File: config.mk
export PLATFORM = sky130hd
export DESIGN_NAME = mqrb_ctrl
export DESIGN_NICKNAME = d
export VERILOG_FILES = /design/src/rtl/core/mqrb_pkg.sv /design/src/rtl/core/mqrb_ctrl.sv
export SDC_FILE = /design/constraint.sdc
export NUM_CORES = 1
export LEC_CHECK = 0
export ABC_CLOCK_PERIOD_IN_PS = 1400
export BUFFER_PORTS_ARGS = -buffer_cell sky130_fd_sc_hd__buf_2
export CORE_AREA = 2 2 39 41
export DETAILED_ROUTE_END_ITERATION = 12
export DIE_AREA = 0 0 41 43
export SKIP_LAST_GASP = 1
export SYNTH_ARGS = -nofsm -noshare
export SYNTH_HDL_FRONTEND = slang
export SYNTH_SLANG_ARGS = --single-unit
File: constraint.sdc
create_clock -name i_clk -period 1.4 [get_ports i_clk]
set_input_delay 0.14 -clock i_clk [delete_from_list [all_inputs] [get_ports i_clk]]
set_output_delay 0.14 -clock i_clk [all_outputs]
set_load 0.01 [all_outputs]
File: src/rtl/core/mqrb_pkg.sv
// Shared types and constants for the multi-queue ring buffer.
// Holds sizes, controller/datapath command and status structs, byte mask helper.
// No dependencies.
`timescale 1ns / 1ps

package mqrb_pkg;

    localparam int QUEUES        = 4;
    localparam int DEPTH         = 1024;
    localparam int ELEMENT_BYTES = 8;

    localparam int QUEUE_W = 2;
    localparam int DATA_W  = 64;
    localparam int COUNT_W = 4;
    localparam int LEVEL_W = 11;

    localparam int QSEL_W = (QUEUES > 1) ? $clog2(QUEUES) : 1;
    localparam int IDX_W  = $clog2(DEPTH);
    localparam int FILL_W = $clog2(DEPTH + 1);
    localparam int ADDR_W = QSEL_W + IDX_W;
    localparam int ELEM_W = 8 * ELEMENT_BYTES;

    localparam logic OP_PUSH = 1'b0;
    localparam logic OP_POP  = 1'b1;

    typedef struct packed {
        logic load;     // capture the accepted word
        logic mem_rd;   // read the addressed slot
        logic commit;   // update queue state and load the result word
        logic clr;      // write zero at the sweep address
    } t_cmd;

    typedef struct packed {
        logic clr_last;
    } t_status;

    // Bytes kept from write data; zero or an oversized count keeps all.
    function automatic logic [DATA_W-1:0] f_byte_mask(input logic [COUNT_W-1:0] cnt);
        logic [DATA_W-1:0] m;
        logic              full;
        m    = '0;
        full = (cnt == '0) || (cnt > COUNT_W'(ELEMENT_BYTES));
        for (int b = 0; b < ELEMENT_BYTES; b++) begin
            if (full || (COUNT_W'(b) < cnt)) begin
                m[b*8 +: 8] = 8'hFF;
            end
        end
        return m;
    endfunction

endpackage

File: src/rtl/core/mqrb_ctrl.sv
// Controller of the multi-queue ring buffer: clear sweep, read, commit sequence.
// Drives t_cmd to the datapath and owns both handshakes. Depends on mqrb_pkg.
`timescale 1ns / 1ps

module mqrb_ctrl (
    input  logic             i_clk,
    input  logic             i_rst_n,
    input  logic             i_in_valid,
    output logic             o_in_ready,
    output logic             o_out_valid,
    input  logic             i_out_ready,
    input  mqrb_pkg::t_status i_status,
    output mqrb_pkg::t_cmd   o_cmd
);
    import mqrb_pkg::*;

    typedef enum logic [3:0] {
        S_CLEAR  = 4'b0001,
        S_IDLE   = 4'b0010,
        S_READ   = 4'b0100,
        S_COMMIT = 4'b1000
    } t_state;

    t_state r_state, n_state;
    logic   r_out_valid, n_out_valid;
    logic   out_free;

    assign out_free    = !r_out_valid || i_out_ready;
    assign o_in_ready  = (r_state == S_IDLE);
    assign o_out_valid = r_out_valid;

    always_comb begin
        n_state     = r_state;
        n_out_valid = r_out_valid;
        o_cmd       = '0;
        if (r_out_valid && i_out_ready) begin
            n_out_valid = 1'b0;
        end
        case (r_state)
            S_CLEAR: begin
                o_cmd.clr = 1'b1;
                if (i_status.clr_last) begin
                    n_state = S_IDLE;
                end
            end
            S_IDLE: begin
                if (i_in_valid) begin
                    o_cmd.load = 1'b1;
                    n_state    = S_READ;
                end
            end
            S_READ: begin
                o_cmd.mem_rd = 1'b1;
                n_state      = S_COMMIT;
            end
            S_COMMIT: begin
                // hold until the result register can take the word
                if (out_free) begin
                    o_cmd.commit = 1'b1;
                    n_out_valid  = 1'b1;
                    n_state      = S_IDLE;
                end
            end
            default: begin
                n_state = S_CLEAR;
            end
        endcase
    end

    always_ff @(posedge i_clk) begin
        if (!i_rst_n) begin
            r_state     <= S_CLEAR;
            r_out_valid <= 1'b0;
        end else begin
            r_state     <= n_state;
            r_out_valid <= n_out_valid;
        end
    end

endmodule

==> results of run 1 <==
==> sequential cells by signal, summed over array words and instances, names as in the netlist <==
register,count
r_state,4
o_out_valid,1
==> per-layer routing <==
layer,track usage,vias to the layer above,part of all wire
met5,0,-,0
met2,0.100,3,0.54
met1,0.0804,116,0.42
met3,0.0157,0,0.039
li1,-,139,-
met4,0.100,0,0
==> Yosys cell counts, drive strengths merged <==
cell,instances
a311oi,1
and2,2
and3,1
buf,1
dfxtp,5
inv,1
nand2b,2
nand3b,1
nor2b,3
nor3,3
nor3b,1
nor4,1
nor4b,1
o21a,3
o21ai,2
o311ai,1
o31ai,1
==> layout make-up <==
| class | count | area, um^2 |
|---|---|---|
| Tap cell | 16 | 20.0 |
| Multi-Input combinational cell | 23 | 193 |
| Inverter | 1 | 3.75 |
| Fill cell | 154 | 986 |
| Timing Repair Buffer | 10 | 50.0 |
| Sequential cell | 5 | 105 |
| Clock buffer | 4 | 26.3 |
==> worst max path at each step <==
stage                     from    endpoint  slack [ns]
finish              r_state[2]    o_cmd[1]        0.05
CTS                 r_state[3]    o_cmd[1]       -0.06
detailed placement  r_state[3]    o_cmd[1]        0.19
global placement    r_state[2]    o_cmd[2]        0.19
global route        r_state[3]    o_cmd[1]       -0.02
floorplan           r_state[2]  r_state[3]        0.18
==> what timing repair did <==
| item | 4_1_cts | 5_1_grt |
|---|---|---|
| gates cloned | 0 | 0 |
| resized for setup | 0 | 8 |
| buffers inserted | 0 | 0 |
| endpoints found under the setup margin | 3 | 4 |
==> logic make-up after synthesis <==
family | share of synthesized area
AOI/OAI and AO/OA | 0.211
buffers and inverters | 0.0321
DFF | 0.367
and+or+nand+nor | 0.390
==> power by group <==
part	leakage [nW]	internal [mW]	total [mW]	switching, mW
Sequential	0.0418	0.152	0.173	0.0209
Combinational	0.105	0.0307	0.0557	0.0250
Clock	0.0150	0.107	0.159	0.0518
==> summary.txt, run 1 <==
Outcome
  – Status: complete, no violations

Synth
  – Top cell type's share of synthesized area: 0.367
  – Yosys Warn Count: 0
  – Syn Inst Count: 30
  – Mapped Area: around 270 um^2
  – Yosys cell types: 19
  – Syn nets: 35
  – Synth area leader: dfxtp_1
  – Seq/Total Area, Yosys: 0.367
  – Top cells by area, synth: dfxtp_1 37%, o21a_1 8.3%, nor2b_1 6.9%, nor4b_2 5.5%, and2_1 4.6%
  – Mean Syn Cell Area: 9.09 um^2
  – Yosys reg bits: 5

Finish
  – Finished Layout Cells: between 50 and 60
  – Final net count: between 40 and 50
  – Share of cells above drive strength 1: 0.512
  – Area added between synthesis and finish: 45.9%
  – # diodes: 0
  – Final Core Density: 0.288
  – Commonest non-fill, non-tap cell in the layout: buf_2
  – Final instance area: between 300 and 400 um^2
  – Most frequent cells in the layout: 10 x buf_2, 4 x dfxtp_2, 3 x nor2b_1, 3 x o21a_1, 3 x clkbuf_4

Route
  – DR vias: between 200 and 300
  – Drt via density: 4.37
  – Initial DRC count: 1
  – Drt total wl: 590 um
  – WL/cell: 10.0 um
  – DR pass1 iterations: 2
  – # DRC: 0
  – Post-DRT Antenna Nets: 0

Power
  – Pwr Total: a little under 0.4 mW
  – PD cells: between 900 and 1000 nW/um^2
  – Leakage power: around 0.16 nW
  – Worst vdd ir: around 0.34 mV

Floorplanning
  – Die Area: 1760 um^2
  – IO Pins: 11
  – Die X: 41 um
  – Die Span Y: 43 um
  – Std-Cell Core Area: 1380 um^2
  – Starting Density: 0.197
  – Cell row count: 14

STA
  – Minimum clock period: ~1.3 ns
  – Slew Limit Fails: 0
  – Max Clk Rate: roughly 740 MHz
  – Fin crit share: 0.964
  – Setup violations, final: 0
  – Worst Tran Pin Value: between 0.2 and 0.25 ns
  – Clock Skews: about 0.00033 ns
  – Max_slew headroom: 0.833
  – RSZ-0062 raised after global routing: true
  – Final setup TNS: 0 ns
  – Final hold viol count: 0
  – Final worst slack: around 0.051 ns
  – Final hold slack: approximately 0.15 ns

Placement
  – Worst slack at placement: between 0.15 and 0.2 ns
  – Buffers on Ports: 10
  – Cells after DPL: 55
  – GP Congestion: between 0.6 and 0.7
  – HPWL after detailed placement: between 400 and 500 um
  – Placed inst area: approximately 340 um^2

Worst setup path
  – Critical-path cell list: nor4b_4 -> nor2b_1 -> buf_2
  – FF-to-FF setup slack: 0.34 ns
  – CP max FO: 5
  – Critical Path AT: ~1.2 ns
  – Crit. End Element: output port
  – Setup CP Type: flip-flop to output port
  – CP max stage cell: dfxtp_2
  – Worst r2r dst: r_state[1]
  – Depth of the most critical reg-to-reg path: 3
  – WP data required: approximately 1.3 ns
  – Cell family with most CP delay: simple AND/OR/NAND/NOR gates
  – Setup crit start kind: flip-flop
  – Worst R2R Start: r_state[2]
  – CP bufs+invs: 1
  – Levels on crit path: 3
  – Slowest stage delay, CP: 0.36 ns

Worst hold path
  – WHS Path Cells: 2
  – Hold/Removal Path Class: input pin to flip-flop
  – Min-Delay Endpoint: r_state[0]
  – Hold_sp: i_rst_n

Clocking
  – CTS clock-pin slew for the worst setup and hold paths: 0.04 ns
  – Clock Sink Count: 5
  – CTS Hold Bufs: 0
  – H-Tree Depth: 1
  – CTS buffer count: 3
  – Insertion delay to the later sink of the worst-skew pair: ~0.23 ns
  – CTS tree: yes
  – Root Buffer: clkbuf_4
  – Max Root-Sink Buffers: 2

Global routing
  – Vias in the first global route: between 200 and 250
  – GRT overflow: 0
  – Largest net degree at the start of global routing: 10
  – Gr usage total: 0.0753
  – Initial antenna violation count: 0
  – First-pass GRT wire length: ~840 um

Run
  – Max-cap viol count: 0
Note: power is estimated with default switching activity, not from simulation.
==> run 2, diff against run 1 <==
Settings changed: CORE_AREA 2 2 39 41 to 5 5 42 44, DIE_AREA 0 0 41 43 to 0 0 47 49.
==> summary.txt, run 2 (synthesized netlist as in run 1, its figures left out) <==
STA
  – Final hold slack: 0.133 ns (was 0.150 ns)
  – Worst Tran Pin Value: 0.302 ns (was 0.247 ns)
  – Minimum clock period: 1.36 ns (was 1.35 ns)
  – Slew Limit Fails: 0 (unchanged)
  – Max_slew headroom: 0.796 (was 0.833)
  – Setup violations, final: 0 (unchanged)
  – Fin crit share: 0.971 (was 0.964)
  – RSZ-0062 raised after global routing: true (unchanged)
  – Max Clk Rate: 735 MHz (was 741 MHz)
  – Clock Skews: 0.000387 ns (was 0.000330 ns)
  – Final hold viol count: 0 (unchanged)

Worst setup path
  – Slowest stage delay, CP: 0.36 ns (about the same)
  – Critical-path cell list: nand2b_1 -> nor3_2 -> and2_1 -> buf_2 (was nor4b_4 -> nor2b_1 -> buf_2)
  – Worst R2R Start: r_state[2] (unchanged)
  – Critical Path AT: 1.22 ns (was 1.21 ns)
  – Critical path origin: r_state[0] (was r_state[2])
  – CP max FO: 9 (was 5)
  – CP max stage cell: dfxtp_2 (unchanged)
  – Setup crit start kind: flip-flop (unchanged)
  – WP data required: 1.26 ns (about the same)
  – Cell family with most CP delay: simple AND/OR/NAND/NOR gates (unchanged)
  – CP bufs+invs: 1 (unchanged)
  – Setup CP Type: flip-flop to output port (unchanged)
  – Crit. End Element: output port (unchanged)

Floorplanning
  – Die Area: 2300 um^2 (was 1760 um^2)
  – Starting Density: 0.195 (was 0.197)
  – IO Pins: 11 (unchanged)
  – Die Span Y: 49 um (was 43 um)
  – Std-Cell Core Area: 1400 um^2 (was 1380 um^2)
  – Die X: 47 um (was 41 um)
  – Cell row count: 14 (unchanged)

Clocking
  – Root Buffer: clkbuf_4 (unchanged)
  – Max Root-Sink Buffers: 2 (unchanged)
  – Insertion delay to the later sink of the worst-skew pair: 0.24 ns (was 0.23 ns)
  – CTS clock-pin slew for the worst setup and hold paths: 0.05 ns (was 0.04 ns)
  – Clock Sink Count: 5 (unchanged)
  – CTS buffer count: 3 (unchanged)
  – CTS tree: yes (unchanged)
  – Post-CTS Setup Inserts: 0 (unchanged)
  – H-Tree Depth: 1 (unchanged)
  – CTS Hold Bufs: 0 (unchanged)

Placement
  – HPWL after detailed placement: 474 um (was 447 um)
  – GP Congestion: 0.742 (was 0.691)
  – Buffers on Ports: 10 (unchanged)
  – Placed inst area: 338 um^2 (unchanged)

Route
  – # DRC: 0 (unchanged)
  – WL/cell: 11.4 um (was 10.0 um)
  – DR pass1 iterations: 4 (was 2)
  – Post-DRT Antenna Nets: 0 (unchanged)
  – Drt via density: 4.64 (was 4.37)
  – DR vias: 274 (was 258)
  – Drt total wl: 671 um (was 590 um)
  – Initial DRC count: 2 (was 1)

Power
  – Worst vdd ir: 0.459 mV (was 0.336 mV)
  – PD cells: 1020 nW/um^2 (was 974 nW/um^2)
  – Pwr Total: 0.389 mW (was 0.388 mW)
  – Leakage power: 0.159 nW (was 0.162 nW)

Finish
  – # diodes: 0 (unchanged)
  – Commonest non-fill, non-tap cell in the layout: buf_2 (unchanged)
  – Final instance area: 380 um^2 (was 398 um^2)
  – Final Core Density: 0.271 (was 0.288)
  – Most flops, register: r_state (unchanged)
  – Area taken by multi-input logic gates: 173 um^2 (was 193 um^2)
  – Register area: 108 um^2 (was 105 um^2)
  – Final net count: 49 (unchanged)
  – Most frequent cells in the layout: 10 x buf_2, 3 x nor2b_1, 3 x o21a_1, 3 x clkbuf_4, 3 x dfxtp_2 (was 10 x buf_2, 4 x dfxtp_2, 3 x nor2b_1, 3 x o21a_1, 3 x clkbuf_4)
  – Area added between synthesis and finish: 39.4% (was 45.9%)
  – Share of cells above drive strength 1: 0.465 (was 0.512)
  – Number of fill cells: 163 (was 154)
  – Max FFs per register: 4 (unchanged)

Outcome
  – Status: complete, no violations (unchanged)

Run
  – Max-cap viol count: 0 (unchanged)

Global routing
  – Vias in the first global route: 249 (was 227)
  – GRT overflow: 0 (unchanged)
  – Gr usage total: 0.0662 (was 0.0753)
  – First-pass GRT wire length: 1060 um (was 841 um)
  – Largest net degree at the start of global routing: 10 (unchanged)
  – Initial antenna violation count: 0 (unchanged)

Worst hold path
  – Hold_sp: i_rst_n (unchanged)
  – Hold/Removal Path Class: input pin to flip-flop (unchanged)
-- run 2: path summary, 6_finish.rpt --
path | end | slack [ns] | depth (start not counted)
min reg2reg | r_state[0] | 0.57 | 2
max | o_cmd[3] | 0.04 | 4
max reg2reg | r_state[1] | 0.33 | 3
min | r_state[0] | 0.13 | 2
-- run 2: worst reg2reg max path: cells and delay by family (launching register included) --
family	cells	cell delay, ns
AND/OR/NAND/NOR	3	0.59
flip-flops	1	0.35
-- run 2: final cells by class --
cell class	instances	area share
clock buffers	4	0.0691
flip-flops and latches	5	0.283
repair buffers	10	0.132
inverters	1	0.00987
multi-input cells	23	0.454
well taps	16	0.0526
-- run 2: routing by layer --
| metal | share of wire | track usage |
|---|---|---|
| met1 | 0.39 | 0.0771 |
| met2 | 0.52 | 0.0814 |
| met3 | 0.085 | 0.0406 |
| met4 | 0 | 0.0553 |
| met5 | 0 | 0 |
-- run 2: power by group --
part	switching, mW	leakage (nW)	internal, mW
clock	0.0617	0.0150	0.108
combinational	0.0244	0.102	0.0280
sequential	0.0177	0.0421	0.150
total	0.104	0.159	0.286
-- run 2: repair_timing --
action,CTS,global route
setup endpoints to repair,3,3
resized for setup,4,2
pin swaps,0,0
-- run 2: stage by stage --
stage / TNS (ns) / cells / worst slack (ns)
2_1_floorplan: 0 / 30 / 0.182
3_3_place_gp: 0 / 55 / 0.127
3_5_place_dp: 0 / 55 / 0.167
4_1_cts: -0.0498 / 59 / -0.0498
5_1_grt: -0.199 / 59 / -0.0799
6_report: 0 / 59 / 0.0403
